===== src/rtl/caf_pkg.sv =====
// shared types, constants and helpers of the cursor address formatter
// no dependencies; imported by every module of the block

package caf_pkg;

   localparam int VALUE_WIDTH = 16;

   localparam int QUEUE_DEPTH = 4;
   localparam int QPTR_WIDTH  = $clog2(QUEUE_DEPTH);
   localparam int QCNT_WIDTH  = $clog2(QUEUE_DEPTH + 1);

   localparam int BUF_DEPTH  = 4;
   localparam int BCNT_WIDTH = $clog2(BUF_DEPTH + 1);

   // reciprocal of ten, exact quotient for any 32-bit dividend
   localparam logic [31:0] RECIP10     = 32'hCCCC_CCCD;
   localparam int          RECIP_SHIFT = 35;

   localparam logic [9:0] COORD_XOR_MASK = 10'o140;

   localparam logic [7:0] CHAR_NUL   = 8'h00;
   localparam logic [7:0] CHAR_PCT   = 8'h25;
   localparam logic [7:0] CHAR_PLUS  = 8'h2B;
   localparam logic [7:0] CHAR_MINUS = 8'h2D;
   localparam logic [7:0] CHAR_DOT   = 8'h2E;
   localparam logic [7:0] CHAR_ZERO  = 8'h30;
   localparam logic [7:0] CHAR_TWO   = 8'h32;
   localparam logic [7:0] CHAR_THREE = 8'h33;
   localparam logic [7:0] CHAR_GT    = 8'h3E;
   localparam logic [7:0] CHAR_UC_B  = 8'h42;
   localparam logic [7:0] CHAR_UC_D  = 8'h44;
   localparam logic [7:0] CHAR_UC_O  = 8'h4F;
   localparam logic [7:0] CHAR_UC_P  = 8'h50;
   localparam logic [7:0] CHAR_UC_S  = 8'h53;
   localparam logic [7:0] CHAR_LC_D  = 8'h64;
   localparam logic [7:0] CHAR_LC_I  = 8'h69;
   localparam logic [7:0] CHAR_LC_N  = 8'h6E;
   localparam logic [7:0] CHAR_LC_R  = 8'h72;

   typedef enum logic [1:0] {
      JOB_LIT  = 2'd0,
      JOB_TERM = 2'd1,
      JOB_OOPS = 2'd2,
      JOB_DEC  = 2'd3
   } job_kind_type;

   typedef enum logic [1:0] {
      FMT_VAR  = 2'd0,
      FMT_PAD2 = 2'd1,
      FMT_PAD3 = 2'd2
   } dec_fmt_type;

   typedef struct packed {
      job_kind_type           kind;
      dec_fmt_type            fmt;
      logic [7:0]             ch;
      logic [VALUE_WIDTH-1:0] value;
   } job_type;

   // quotient by ten through reciprocal multiply
   function automatic logic [31:0] div10(input logic [31:0] a);
      logic [63:0] prod;
      prod = 64'(a) * 64'(RECIP10);
      return 32'(prod >> RECIP_SHIFT);
   endfunction

   // remainder by ten given the quotient
   function automatic logic [3:0] rem10(input logic [31:0] a, input logic [31:0] q);
      return 4'(a - (q << 3) - (q << 1));
   endfunction

endpackage


===== src/rtl/cursor_address_formatter_unit.sv =====
// cursor address formatter: termcap-style cursor addressing, word by word
// top level; ties caf_front, caf_queue and caf_back, depends on caf_pkg
//
// input channel: one template word per push (req_template_char) with the
//   destination column and line; column and line are only taken on the
//   first word of a conversion. a zero template word closes the conversion.
// result channel: a queue of output words (rsp_out_char); rsp_done_res marks
//   the terminator word (char 0) that closes each conversion.
// the front end parses a word per cycle while req_full is low and updates the
//   coordinate state; %B raises req_full while it does its divide by ten.
// a four-entry job queue feeds the back end, which loads each job from the
//   queue in its idle state and then emits its words; OOPS goes out at one
//   word per cycle while the receiver pops. decimal jobs first run the digit
//   converter, one digit a cycle, and then a format step.
// a stalled receiver fills the output register, then the queue, and then
//   req_full rises; nothing is dropped.
// synchronous reset empties the queue and output register and returns the
//   parser to literal mode awaiting the first word of a conversion

module cursor_address_formatter_unit (
   input  logic       clock,
   input  logic       reset,
   input  logic       req_push,
   output logic       req_full,
   input  logic [7:0] req_template_char,
   input  logic [9:0] req_column,
   input  logic [9:0] req_line,
   output logic       rsp_empty,
   input  logic       rsp_pop,
   output logic [7:0] rsp_out_char,
   output logic       rsp_done_res
);
   import caf_pkg::*;

   // jobs between front and back
   job_type front_job;
   job_type back_job;
   logic    job_push;
   logic    q_full;
   logic    q_empty;
   logic    q_pop;

   caf_front u_front (
      .clock             (clock),
      .reset             (reset),
      .req_push          (req_push),
      .req_template_char (req_template_char),
      .req_column        (req_column),
      .req_line          (req_line),
      .req_full          (req_full),
      .q_full            (q_full),
      .job_push          (job_push),
      .job               (front_job)
   );

   caf_queue u_queue (
      .clock    (clock),
      .reset    (reset),
      .push     (job_push),
      .push_job (front_job),
      .full     (q_full),
      .pop      (q_pop),
      .empty    (q_empty),
      .pop_job  (back_job)
   );

   // back end owns the output register
   caf_back u_back (
      .clock        (clock),
      .reset        (reset),
      .q_empty      (q_empty),
      .q_job        (back_job),
      .q_pop        (q_pop),
      .rsp_empty    (rsp_empty),
      .rsp_pop      (rsp_pop),
      .rsp_out_char (rsp_out_char),
      .rsp_done_res (rsp_done_res)
   );

endmodule


===== src/rtl/caf_front.sv =====
// front end: takes template words, runs the parser and coordinate state,
// hands print jobs to the queue; depends on caf_pkg

module caf_front (
   input  logic                              clock,
   input  logic                              reset,
   input  logic                              req_push,
   input  logic [7:0]                        req_template_char,
   input  logic [9:0]                        req_column,
   input  logic [9:0]                        req_line,
   output logic                              req_full,
   input  logic                              q_full,
   output logic                              job_push,
   output caf_pkg::job_type                  job
);
   import caf_pkg::*;

   typedef enum logic [4:0] {
      MODE_NORMAL = 5'b00001,
      MODE_PCT    = 5'b00010,
      MODE_PLUS   = 5'b00100,
      MODE_GT_X   = 5'b01000,
      MODE_GT_Y   = 5'b10000
   } mode_type;

   mode_type               mode_ff, mode_in, eff_mode;
   logic [VALUE_WIDTH-1:0] val_ff, val_in, eff_val;
   logic                   swap_ff, swap_in, eff_swap;
   logic [9:0]             col_ff, col_in, eff_col;
   logic [9:0]             line_ff, line_in, eff_line;
   logic                   conv_ff, conv_in;
   logic                   cond_ff, cond_in, eff_cond;
   logic                   bpend_ff, bpend_in;
   logic [VALUE_WIDTH-1:0] bmag_ff, bmag_in;
   logic                   bneg_ff, bneg_in;

   logic                   accept;
   logic                   job_valid;
   logic [VALUE_WIDTH-1:0] coord;
   logic [VALUE_WIDTH-1:0] eff_mag;
   logic                   eff_neg;
   logic [VALUE_WIDTH-1:0] dmod2;
   logic [31:0]            bq;
   logic [3:0]             br;
   logic [VALUE_WIDTH-1:0] bres;

   assign req_full = q_full || bpend_ff;
   assign accept   = req_push && !req_full;
   assign job_push = accept && job_valid;

   // the first word of a conversion sees the column and line on the request ports
   always_comb begin
      eff_mode = conv_ff ? mode_ff : MODE_NORMAL;
      eff_val  = conv_ff ? val_ff : VALUE_WIDTH'(req_line);
      eff_swap = conv_ff ? swap_ff : 1'b0;
      eff_col  = conv_ff ? col_ff : req_column;
      eff_line = conv_ff ? line_ff : req_line;
      eff_cond = conv_ff ? cond_ff : 1'b0;
   end

   assign coord   = eff_swap ? VALUE_WIDTH'(eff_line) : VALUE_WIDTH'(eff_col);
   assign eff_neg = eff_val[VALUE_WIDTH-1];
   assign eff_mag = eff_neg ? (~eff_val + 1'b1) : eff_val;
   assign dmod2   = VALUE_WIDTH'({eff_mag[3:0], 1'b0});

   // bcd step on the held magnitude
   assign bq   = div10(32'(bmag_ff));
   assign br   = rem10(32'(bmag_ff), bq);
   assign bres = VALUE_WIDTH'({bq, br});

   always_comb begin
      mode_in   = mode_ff;
      val_in    = val_ff;
      swap_in   = swap_ff;
      col_in    = col_ff;
      line_in   = line_ff;
      conv_in   = conv_ff;
      cond_in   = cond_ff;
      bpend_in  = bpend_ff;
      bmag_in   = bmag_ff;
      bneg_in   = bneg_ff;
      job_valid = 1'b0;
      job.kind  = JOB_LIT;
      job.fmt   = FMT_VAR;
      job.ch    = req_template_char;
      job.value = eff_val;

      if (bpend_ff) begin
         val_in   = bneg_ff ? (~bres + 1'b1) : bres;
         bpend_in = 1'b0;
      end else if (accept) begin
         mode_in = eff_mode;
         val_in  = eff_val;
         swap_in = eff_swap;
         col_in  = eff_col;
         line_in = eff_line;
         cond_in = eff_cond;
         conv_in = 1'b1;

         if (req_template_char == CHAR_NUL) begin
            job_valid = 1'b1;
            job.kind  = JOB_TERM;
            mode_in   = MODE_NORMAL;
            cond_in   = 1'b0;
            conv_in   = 1'b0;
         end else begin
            case (eff_mode)
               MODE_PCT: begin
                  mode_in = MODE_NORMAL;
                  case (req_template_char)
                     CHAR_PCT: begin
                        job_valid = 1'b1;
                        job.ch    = CHAR_PCT;
                     end
                     CHAR_LC_D: begin
                        job_valid = 1'b1;
                        job.kind  = JOB_DEC;
                        job.fmt   = FMT_VAR;
                        val_in    = coord;
                     end
                     CHAR_TWO: begin
                        job_valid = 1'b1;
                        job.kind  = JOB_DEC;
                        job.fmt   = FMT_PAD2;
                        val_in    = coord;
                     end
                     CHAR_THREE: begin
                        job_valid = 1'b1;
                        job.kind  = JOB_DEC;
                        job.fmt   = FMT_PAD3;
                        val_in    = coord;
                     end
                     CHAR_DOT: begin
                        job_valid = 1'b1;
                        job.ch    = eff_val[7:0];
                        val_in    = coord;
                     end
                     CHAR_PLUS: begin
                        mode_in = MODE_PLUS;
                     end
                     CHAR_GT: begin
                        mode_in = MODE_GT_X;
                     end
                     CHAR_LC_R: begin
                        val_in  = coord;
                        swap_in = !eff_swap;
                     end
                     CHAR_LC_I: begin
                        val_in = eff_val + 1'b1;
                     end
                     CHAR_LC_N: begin
                        col_in  = eff_col ^ COORD_XOR_MASK;
                        line_in = eff_line ^ COORD_XOR_MASK;
                     end
                     CHAR_UC_B: begin
                        bpend_in = 1'b1;
                        bmag_in  = eff_mag;
                        bneg_in  = eff_neg;
                     end
                     CHAR_UC_D: begin
                        // v - 2*(v rem 16), remainder truncated toward zero
                        val_in = eff_neg ? (eff_val + dmod2) : (eff_val - dmod2);
                     end
                     default: begin
                        job_valid = 1'b1;
                        job.kind  = JOB_OOPS;
                     end
                  endcase
               end
               MODE_PLUS: begin
                  job_valid = 1'b1;
                  job.ch    = eff_val[7:0] + req_template_char;
                  val_in    = coord;
                  mode_in   = MODE_NORMAL;
               end
               MODE_GT_X: begin
                  cond_in = $signed(eff_val) > $signed(VALUE_WIDTH'(req_template_char));
                  mode_in = MODE_GT_Y;
               end
               MODE_GT_Y: begin
                  if (eff_cond) begin
                     val_in = eff_val + VALUE_WIDTH'(req_template_char);
                  end
                  cond_in = 1'b0;
                  mode_in = MODE_NORMAL;
               end
               default: begin
                  if (req_template_char == CHAR_PCT) begin
                     mode_in = MODE_PCT;
                  end else begin
                     job_valid = 1'b1;
                  end
               end
            endcase
         end
      end
   end

   always_ff @(posedge clock) begin
      if (reset) begin
         mode_ff  <= MODE_NORMAL;
         val_ff   <= '0;
         swap_ff  <= 1'b0;
         col_ff   <= '0;
         line_ff  <= '0;
         conv_ff  <= 1'b0;
         cond_ff  <= 1'b0;
         bpend_ff <= 1'b0;
         bneg_ff  <= 1'b0;
      end else begin
         mode_ff  <= mode_in;
         val_ff   <= val_in;
         swap_ff  <= swap_in;
         col_ff   <= col_in;
         line_ff  <= line_in;
         conv_ff  <= conv_in;
         cond_ff  <= cond_in;
         bpend_ff <= bpend_in;
         bneg_ff  <= bneg_in;
      end
   end

   always_ff @(posedge clock) begin
      bmag_ff <= bmag_in;
   end

endmodule


===== src/rtl/caf_queue.sv =====
// short job queue between the front and back ends
// depends on caf_pkg for the job type and depth

module caf_queue (
   input  logic             clock,
   input  logic             reset,
   input  logic             push,
   input  caf_pkg::job_type push_job,
   output logic             full,
   input  logic             pop,
   output logic             empty,
   output caf_pkg::job_type pop_job
);
   import caf_pkg::*;

   job_type               slots_ff [QUEUE_DEPTH];
   logic [QPTR_WIDTH-1:0] wr_ptr_ff, wr_ptr_in;
   logic [QPTR_WIDTH-1:0] rd_ptr_ff, rd_ptr_in;
   logic [QCNT_WIDTH-1:0] count_ff, count_in;
   logic                  do_push, do_pop;

   assign full    = (count_ff == QCNT_WIDTH'(QUEUE_DEPTH));
   assign empty   = (count_ff == '0);
   assign pop_job = slots_ff[rd_ptr_ff];
   assign do_push = push && !full;
   assign do_pop  = pop && !empty;

   always_comb begin
      wr_ptr_in = wr_ptr_ff;
      rd_ptr_in = rd_ptr_ff;
      count_in  = count_ff;
      if (do_push) begin
         wr_ptr_in = (wr_ptr_ff == QPTR_WIDTH'(QUEUE_DEPTH - 1)) ? '0 : wr_ptr_ff + 1'b1;
      end
      if (do_pop) begin
         rd_ptr_in = (rd_ptr_ff == QPTR_WIDTH'(QUEUE_DEPTH - 1)) ? '0 : rd_ptr_ff + 1'b1;
      end
      if (do_push && !do_pop) begin
         count_in = count_ff + 1'b1;
      end else if (do_pop && !do_push) begin
         count_in = count_ff - 1'b1;
      end
   end

   always_ff @(posedge clock) begin
      if (reset) begin
         wr_ptr_ff <= '0;
         rd_ptr_ff <= '0;
         count_ff  <= '0;
      end else begin
         wr_ptr_ff <= wr_ptr_in;
         rd_ptr_ff <= rd_ptr_in;
         count_ff  <= count_in;
      end
   end

   always_ff @(posedge clock) begin
      if (do_push) begin
         slots_ff[wr_ptr_ff] <= push_job;
      end
   end

endmodule


===== src/rtl/caf_back.sv =====
// back end: expands print jobs into output words, one per cycle while emitting
// and the output register is free, with a serial decimal converter; depends on caf_pkg

module caf_back (
   input  logic             clock,
   input  logic             reset,
   input  logic             q_empty,
   input  caf_pkg::job_type q_job,
   output logic             q_pop,
   output logic             rsp_empty,
   input  logic             rsp_pop,
   output logic [7:0]       rsp_out_char,
   output logic             rsp_done_res
);
   import caf_pkg::*;

   typedef enum logic [3:0] {
      ST_IDLE = 4'b0001,
      ST_CONV = 4'b0010,
      ST_FMT  = 4'b0100,
      ST_EMIT = 4'b1000
   } back_state_type;

   back_state_type                state_ff, state_in;
   logic [VALUE_WIDTH-1:0]        cur_ff, cur_in;
   logic                          neg_ff, neg_in;
   dec_fmt_type                   fmt_ff, fmt_in;
   logic [1:0]                    nd_ff, nd_in;
   logic [2:0][3:0]               win_ff, win_in;
   logic [BUF_DEPTH-1:0][7:0]     obuf_ff, obuf_in;
   logic [BCNT_WIDTH-1:0]         cnt_ff, cnt_in;
   logic                          done_ff, done_in;
   logic                          out_valid_ff, out_valid_in;
   logic [7:0]                    out_char_ff, out_char_in;
   logic                          out_done_ff, out_done_in;

   logic                          out_ready;
   logic                          emit;
   logic [31:0]                   cq;
   logic [3:0]                    cd;
   logic [BUF_DEPTH-1:0][7:0]     fmt_chars;
   logic [BCNT_WIDTH-1:0]         fmt_len;
   logic [2:0]                    used, minw, pad, pos, k;

   assign out_ready    = !out_valid_ff || rsp_pop;
   assign rsp_empty    = !out_valid_ff;
   assign rsp_out_char = out_char_ff;
   assign rsp_done_res = out_done_ff;

   // one decimal digit per step, least significant first
   assign cq = div10(32'(cur_ff));
   assign cd = rem10(32'(cur_ff), cq);

   // leading characters of the padded decimal text
   always_comb begin
      used = 3'(neg_ff) + 3'(nd_ff);
      case (fmt_ff)
         FMT_VAR:  minw = 3'd0;
         FMT_PAD2: minw = 3'd2;
         FMT_PAD3: minw = 3'd3;
         default:  minw = 3'd0;
      endcase
      pad     = (minw > used) ? (minw - used) : 3'd0;
      fmt_len = (fmt_ff == FMT_VAR) ? BCNT_WIDTH'(used) : BCNT_WIDTH'(minw);
      pos     = '0;
      k       = '0;
      for (int i = 0; i < BUF_DEPTH; i++) begin
         pos = 3'(i) - 3'(neg_ff);
         k   = pos - pad;
         if (neg_ff && (i == 0)) begin
            fmt_chars[i] = CHAR_MINUS;
         end else if (pos < pad) begin
            fmt_chars[i] = CHAR_ZERO;
         end else if (k < 3'd3) begin
            fmt_chars[i] = CHAR_ZERO + 8'(win_ff[k[1:0]]);
         end else begin
            fmt_chars[i] = CHAR_ZERO;
         end
      end
   end

   always_comb begin
      state_in = state_ff;
      cur_in   = cur_ff;
      neg_in   = neg_ff;
      fmt_in   = fmt_ff;
      nd_in    = nd_ff;
      win_in   = win_ff;
      obuf_in  = obuf_ff;
      cnt_in   = cnt_ff;
      done_in  = done_ff;
      q_pop    = 1'b0;
      emit     = 1'b0;

      case (state_ff)
         ST_IDLE: begin
            if (!q_empty) begin
               q_pop   = 1'b1;
               done_in = 1'b0;
               cnt_in  = BCNT_WIDTH'(1);
               case (q_job.kind)
                  JOB_LIT: begin
                     obuf_in[0] = q_job.ch;
                     state_in   = ST_EMIT;
                  end
                  JOB_TERM: begin
                     obuf_in[0] = CHAR_NUL;
                     done_in    = 1'b1;
                     state_in   = ST_EMIT;
                  end
                  JOB_OOPS: begin
                     obuf_in[0] = CHAR_UC_O;
                     obuf_in[1] = CHAR_UC_O;
                     obuf_in[2] = CHAR_UC_P;
                     obuf_in[3] = CHAR_UC_S;
                     cnt_in     = BCNT_WIDTH'(BUF_DEPTH);
                     state_in   = ST_EMIT;
                  end
                  JOB_DEC: begin
                     neg_in   = q_job.value[VALUE_WIDTH-1];
                     cur_in   = q_job.value[VALUE_WIDTH-1] ? (~q_job.value + 1'b1)
                                                           : q_job.value;
                     fmt_in   = q_job.fmt;
                     nd_in    = '0;
                     win_in   = '0;
                     state_in = ST_CONV;
                  end
                  default: begin
                     state_in = ST_IDLE;
                  end
               endcase
            end
         end
         ST_CONV: begin
            // window keeps the three most significant digits seen so far
            win_in[0] = cd;
            win_in[1] = win_ff[0];
            win_in[2] = win_ff[1];
            nd_in     = (nd_ff == 2'd3) ? 2'd3 : nd_ff + 1'b1;
            cur_in    = VALUE_WIDTH'(cq);
            if (cq == '0) begin
               state_in = ST_FMT;
            end
         end
         ST_FMT: begin
            obuf_in  = fmt_chars;
            cnt_in   = fmt_len;
            done_in  = 1'b0;
            state_in = ST_EMIT;
         end
         ST_EMIT: begin
            if (out_ready) begin
               emit    = 1'b1;
               obuf_in = {8'h00, obuf_ff[BUF_DEPTH-1:1]};
               cnt_in  = cnt_ff - 1'b1;
               if (cnt_ff == BCNT_WIDTH'(1)) begin
                  state_in = ST_IDLE;
               end
            end
         end
         default: begin
            state_in = ST_IDLE;
         end
      endcase
   end

   // output register
   always_comb begin
      out_valid_in = out_valid_ff;
      out_char_in  = out_char_ff;
      out_done_in  = out_done_ff;
      if (emit) begin
         out_valid_in = 1'b1;
         out_char_in  = obuf_ff[0];
         out_done_in  = done_ff;
      end else if (rsp_pop) begin
         out_valid_in = 1'b0;
      end
   end

   always_ff @(posedge clock) begin
      if (reset) begin
         state_ff     <= ST_IDLE;
         cnt_ff       <= '0;
         out_valid_ff <= 1'b0;
      end else begin
         state_ff     <= state_in;
         cnt_ff       <= cnt_in;
         out_valid_ff <= out_valid_in;
      end
   end

   always_ff @(posedge clock) begin
      cur_ff      <= cur_in;
      neg_ff      <= neg_in;
      fmt_ff      <= fmt_in;
      nd_ff       <= nd_in;
      win_ff      <= win_in;
      obuf_ff     <= obuf_in;
      done_ff     <= done_in;
      out_char_ff <= out_char_in;
      out_done_ff <= out_done_in;
   end

endmodule

===== config.mk =====
export PLATFORM = sky130hd
export DESIGN_NAME = cursor_address_formatter_unit
export DESIGN_NICKNAME = d
export VERILOG_FILES = /design/src/rtl/caf_pkg.sv /design/src/rtl/cursor_address_formatter_unit.sv /design/src/rtl/caf_front.sv /design/src/rtl/caf_queue.sv /design/src/rtl/caf_back.sv
export SDC_FILE = /design/constraint.sdc
export NUM_CORES = 1
export LEC_CHECK = 0
export ABC_CLOCK_PERIOD_IN_PS = 13850
export CORE_MARGIN = 10
export CORE_UTILIZATION = 40
export CTS_BUF_LIST = sky130_fd_sc_hd__clkbuf_16
export CTS_CLUSTER_SIZE = 28
export DETAILED_ROUTE_END_ITERATION = 6
export DONT_BUFFER_PORTS = 1
export GPL_ROUTABILITY_DRIVEN = 1
export PLACE_DENSITY = 0.62
export SLEW_MARGIN = 0
export SYNTH_ARGS = -nofsm -noshare
export SYNTH_HDL_FRONTEND = slang
export SYNTH_SLANG_ARGS = --single-unit

===== constraint.sdc =====
create_clock -name clock -period 13.85 [get_ports clock]
set_input_delay 1.385 -clock clock [delete_from_list [all_inputs] [get_ports clock]]
set_output_delay 1.385 -clock clock [all_outputs]
set_load 0.02 [all_outputs]

# [After elaboration in Yosys (flattened, before gate mapping)]
# Memory sizes are Yosys's and may differ from the RTL's. A register that Yosys moved wholly into a read port is not among the register bits.
# Cells that the tools add are included.
[op_classes] eq_ne=37 n_addsub=32 n_reduce_logical=43 bitwise_logic=10 muxes=111 mul=2 order_cmp=14
[ops] operator="16-bit two-way mux" n=10
[ops] operator="16-bit one-hot mux with 3 select lines" n=2
[ops] operator="32-bit one-hot mux with 3 select lines" n=1
[ops] operator="8-bit two-way mux" n=9
[ops] operator="16-bit by 1-bit adder with 16-bit output, second input constant" n=4
[ops] operator="32-bit two-way mux" n=2
[ops] operator="8-bit by 6-bit equality test with 1-bit output, second input constant" n=6
[ops] operator="8-bit by 7-bit equality test with 1-bit output, second input constant" n=6
[ops] operator="16-bit by 32-bit multiplier with 48-bit output, second input constant" n=1
[ops] operator="12-bit two-way mux" n=4
[ops] operator="16-bit inverter" n=3
[ops] operator="16-bit by 32-bit multiplier with 47-bit output, second input constant" n=1
[ops] operator="7-bit two-way mux" n=6
[ops] operator="10-bit two-way mux" n=4
[ops] operator="4-bit two-way mux" n=9
[ops] operator="4-bit binary-select mux with 2-bit select" n=4
[ops] operator="32-bit zero test" n=1
[ops] operator="16-bit one-hot mux with 2 select lines" n=1
[ops] operator="8-bit one-hot mux with 2 select lines" n=2
[ops] operator="6-bit by 4-bit adder with 7-bit output, first input constant" n=4
[ops] operator="24-bit two-way mux" n=1
[ops] operator="12-bit one-hot mux with 2 select lines" n=1
[ops] operator="8-bit one-hot mux with 3 select lines" n=1
[ops] operator="1-bit two-way mux" n=23
[ops] operator="63 further kinds" n=143
[totals] reg_bits=152 input_bits=32 wordCells=281 memories=1 output_inout_bits=11 ramBits=112
[mem_list] memory="u_queue.slots_ff" words=4 width=28 rd=1 rd_ports_with_merged_regs=1 wr=1 line_no="caf_queue.sv:16" text="job_type slots_ff [QUEUE_DEPTH];"

# [Longest topological paths before layout]
[logic_depth] word_depth=13 mapped_depth=27

# [By module]
# From an unflattened synthesis, not the netlist that was laid out.
[unflattened] cells_unflattened=2653 area_unflattened_um2=25448.2
[by_module_without_submodules] module="caf_front" area_each_um2=11275.8 cells_per_inst=1428 instances=1
[by_module_without_submodules] module="caf_back" area_each_um2=9630.5 cells_per_inst=1029 instances=1
[by_module_without_submodules] module="caf_queue" area_each_um2=4541.9 cells_per_inst=196 instances=1

# [Worst setup path after synthesis]
# OpenSTA, ideal clock, no wires.
[synth_timing] path_kind="register -> register" from="register u_front.bmag_ff[14]" to="register u_front.val_ff[10]" t_arrival_ns=6.798 n_path_buf=0 required_time_ns=13.764 setup_time_ns=0.086 setup_slack_ns=6.967 path_stages_with_launch=25 cell_sequence="edfxtp_1 inv_1 ha_1 fa_1 fa_1 inv_1 fa_1 fa_1 inv_1 fa_1 inv_1 ha_1 nand4_1 o211ai_1 and3_1 o22ai_1 a21oi_1 xor2_1 ha_1 xor2_1 a211o_1 or4_4 o31a_1 xnor2_1 a211oi_1"
[synth_between] elab_chain_cells=7
[synth_lines] item="start: declaration" line_no="caf_front.sv:34" text="logic [VALUE_WIDTH-1:0] bmag_ff, bmag_in;"
[synth_lines] item="start signal: assignment" line_no="caf_front.sv:224" text="bmag_ff <= bmag_in;"
[synth_lines] item="16-bit by 32-bit multiplier with 47-bit output *" line_no="caf_pkg.sv:63" text="prod = 64'(a) * 64'(RECIP10);"
[synth_lines] item="4-bit subtractor (2 in a row)" line_no="caf_pkg.sv:69" text="return 4'(a - (q << 3) - (q << 1));"
[synth_lines] item="16-bit inverter" line_no="caf_front.sv:89" text="val_in = bneg_ff ? (~bres + 1'b1) : bres;"
[synth_lines] item="16-bit by 1-bit adder with 16-bit output" line_no="caf_front.sv:89"
[synth_lines] item="16-bit two-way mux *" line_no="caf_front.sv:89"
[synth_lines] item="16-bit two-way mux *" line_no="caf_front.sv:88" text="if (bpend_ff) begin"
[synth_lines] item="end signal: assignment" line_no="caf_front.sv:212" text="val_ff <= val_in;"
[synth_lines] item="end: declaration" line_no="caf_front.sv:27" text="logic [VALUE_WIDTH-1:0] val_ff, val_in, eff_val;"
# Every way passes the cells marked *; elsewhere a longest branch is shown, timed or not.
# A chain may end at the register's enable or synchronous reset.

# [Worst setup path after layout]
[layout_timing] from="register u_front.bmag_ff[1]" to="register u_front.val_ff[10]"
[layout_between] elab_chain_cells=7
[layout_lines] item="16-bit by 32-bit multiplier with 47-bit output" line_no="caf_pkg.sv:63"
[layout_lines] item="4-bit subtractor (2 in a row)" line_no="caf_pkg.sv:69"
[layout_lines] item="16-bit inverter" line_no="caf_front.sv:89"
[layout_lines] item="16-bit by 1-bit adder with 16-bit output" line_no="caf_front.sv:89"
[layout_lines] item="16-bit two-way mux *" line_no="caf_front.sv:89"
[layout_lines] item="16-bit two-way mux *" line_no="caf_front.sv:88"
# Marks and branches as above.

==> results.sh <==
export IMPL_dieArea_sq_um=72800
export IMPL_worst_slew_pin_slew_ns=1.14
export IMPL_seq_area_frac_synth_pct=29.1
export IMPL_synth_top_flop_cell="edfxtp_1"
export IMPL_rsz0062_at_grt="no"
export IMPL_synth_edf_count=200
export IMPL_cts_htree_levels=1
export IMPL_synthTopCellsByCount="inv_1, ha_1, edfxtp_1"
export IMPL_drc=0
export IMPL_cts_buffers=26
export IMPL_hold_class="reg2reg"
export IMPL_hpwl_um=51400
export IMPL_critPathRequiredTime_ns=14.32
export IMPL_antenna_found_initial=1
export IMPL_yosysMostFrequentCell="inv_1"
export IMPL_max_freq_ghz=0.128
export IMPL_synth_top_area_share_pct=24.1
export IMPL_cts_resized=0
export IMPL_cp_arrival_ns=8.28
export IMPL_avgSynthCellArea_sq_um=9.89
export IMPL_dp_slack_ns=6.11
export IMPL_finalSetupViolCount=0
export IMPL_drv_cap=0
export IMPL_fp_dieW_um=270
export IMPL_vias_per_cell=5.58
export IMPL_synth_area_leaders="edfxtp_1, ha_1, fa_1"
export IMPL_fin_skew_ns=0.0173
export IMPL_wl_um=64900
export IMPL_synth_fp_nets=3049
export IMPL_drive_above_1_share_pct=5.24
export IMPL_critPathKind="reg2reg"
export IMPL_insertion_delay_ns=0.57
export IMPL_synth_top_area_cell="edfxtp_1"
export IMPL_final_nets=3025
export IMPL_holdWs_ns=0.421
export IMPL_cp_max_fo=9
export IMPL_grt_overflow_total=0
export IMPL_outcome="finished clean"
export IMPL_grt_usage_pct=17.4
export IMPL_clk_pin_slew_worst_paths_ns=0.06
export IMPL_period_share_pct=56.4
export IMPL_yosys_warnings=0
export IMPL_firstDrtPassIters=6
export IMPL_dpl_cell_count=3307
export IMPL_vias=18713
export IMPL_finalSetupTns_ns=0
export IMPL_cts_num_sinks=263
export IMPL_syn_area_sq_um=25000
export IMPL_area_delta_synth_final_pct=6.96
export IMPL_hold_viol_final=0
export IMPL_clock_root_buffer="clkbuf_16"
export IMPL_grt_pass1_wl_um=104000
export IMPL_rows=91
export IMPL_fp_coreArea_sq_um=61700
export IMPL_wl_per_cell_um=19.3
export IMPL_insertedDiodeCount=0
export IMPL_grt_pass1_vias=19187
export IMPL_start_kind="flop"
export IMPL_ys_ff_latch=263
export IMPL_cts_tree="yes"
export IMPL_globalplace_congestion=0.960
export IMPL_max_slew_margin_rel_pct=23.8
export IMPL_final_cell_count_no_fill=3356
export IMPL_place_port_buffers=0
export IMPL_cp_end_kind="flop"
export IMPL_cts_hold_buf=0
export IMPL_clock_path_buffers=3
export IMPL_ant_nets=0
export IMPL_fin_crit_ns=7.81
export IMPL_async_flop_share_pct=0
export IMPL_dieHeight_um=270
export IMPL_initial_core_util_pct=40.4
export IMPL_cts_setup_buffers=0
export IMPL_yosys_cell_types_count=103
export IMPL_netlist_instances=2523
export IMPL_io_pins=43
export IMPL_grt_max_degree=60
export IMPL_fin_ws_ns=6.04
export IMPL_drv_slew=0
export IMPL_first_iter_violations=1389
-- state kept, by name, indices dropped and copies added (netlist names), 2 cells and up, named ones only --
| signal | cells |
|---|---|
| u_back.cnt_ff | 3 |
| u_back.cur_ff | 16 |
| u_back.fmt_ff | 2 |
| u_back.nd_ff | 2 |
| u_back.obuf_ff | 29 |
| u_back.rsp_out_char | 8 |
| u_back.state_ff | 4 |
| u_back.win_ff | 12 |
| u_front.bmag_ff | 16 |
| u_front.col_ff | 10 |
| u_front.line_ff | 10 |
| u_front.mode_ff | 5 |
| u_front.val_ff | 16 |
| u_queue.count_ff | 3 |
| u_queue.rd_ptr_ff | 2 |
| u_queue.slots_ff | 112 |
| u_queue.wr_ptr_ff | 2 |
-- cell families after synthesis --
group	share of synthesized area, %
xor gates and xnor gates	3.25
DFF	29.1
adders and majority gates	29.9
AOI/OAI and AO/OA	14.6
muxes	4.55
buffers and inverters	6.69
and+or+nand+nor	11.9
-- metrics by stage --
step | util, % | instance area (sq um)
after floorplan | - | 25000
after global placement | 41.9 | 25900
after detailed placement | 41.9 | 25900
after CTS | 43.2 | 26700
after global routing | 43.3 | 26700
final | 43.3 | 26700
-- worst paths after layout --
check                     startpoint                     end  slack [ns]  cells after the start
hold / removal     u_back.obuf_ff[2]  u_back.rsp_out_char[2]        0.42                      0
setup / recovery  u_front.bmag_ff[1]      u_front.val_ff[10]        6.04                     24
setup reg to reg  u_front.bmag_ff[1]      u_front.val_ff[10]        6.04                     24
hold reg to reg    u_back.obuf_ff[2]  u_back.rsp_out_char[2]        0.42                      0
-- cells in the final DEF, fill, tap and decap left out, types with 22 or more instances in the layout --
master | synthesis | layout
a21o_1 | 30 | 30
buf_4 | 0 | 22
o21ai_0 | 147 | 147
nand2b_1 | 22 | 22
dfxtp_1 | 63 | 61
edfxtp_1 | 200 | 200
nor3_1 | 35 | 35
mux4_2 | 28 | 28
ha_1 | 324 | 324
a21oi_1 | 145 | 145
nand2_1 | 173 | 173
and2_1 | 32 | 28
fa_1 | 170 | 170
o22ai_1 | 26 | 26
xor2_1 | 34 | 34
inv_1 | 355 | 360
clkbuf_16 | 0 | 26
mux2i_1 | 47 | 47
nor2_1 | 166 | 166
xnor2_1 | 56 | 56
nand3_1 | 32 | 32
-- final cells by class --
cell class	instances	area (sq um)
fillers	5954	35000
multi-input cells	1826	16000
flip-flops and latches	263	7270
inverters	359	1350
well taps	837	1050
clock buffers	26	651
clock inverters	22	170
repair buffers	23	170
-- layer usage --
layer	vias up	track usage, %	wire length, um
met1	9194	23.5	29500
met3	94	2.29	3400
li1	8938	-	-
met4	0	4.04	1520
met5	-	0	0
met2	487	29.0	30400
-- critical path, stage by stage (launching register included) --
cell	delay (ns)
edfxtp_1	0.52
ha_1	0.36
inv_1	0.05
fa_1	0.50
fa_1	0.54
inv_1	0.09
fa_1	0.49
inv_1	0.05
fa_1	0.61
inv_1	0.09
fa_1	0.49
ha_1	0.35
nand4_1	0.21
o211ai_1	0.22
and3_1	0.20
o22ai_1	0.07
a21oi_1	0.17
xor2_1	0.68
ha_1	0.39
xor2_1	0.28
nand2_1	0.21
or4_4	0.48
o31a_1	0.32
xnor2_1	0.13
a211oi_1	0.21
Power is not shown: default switching activity piles up to over one toggle a cycle in this logic, so the estimate is an artifact.
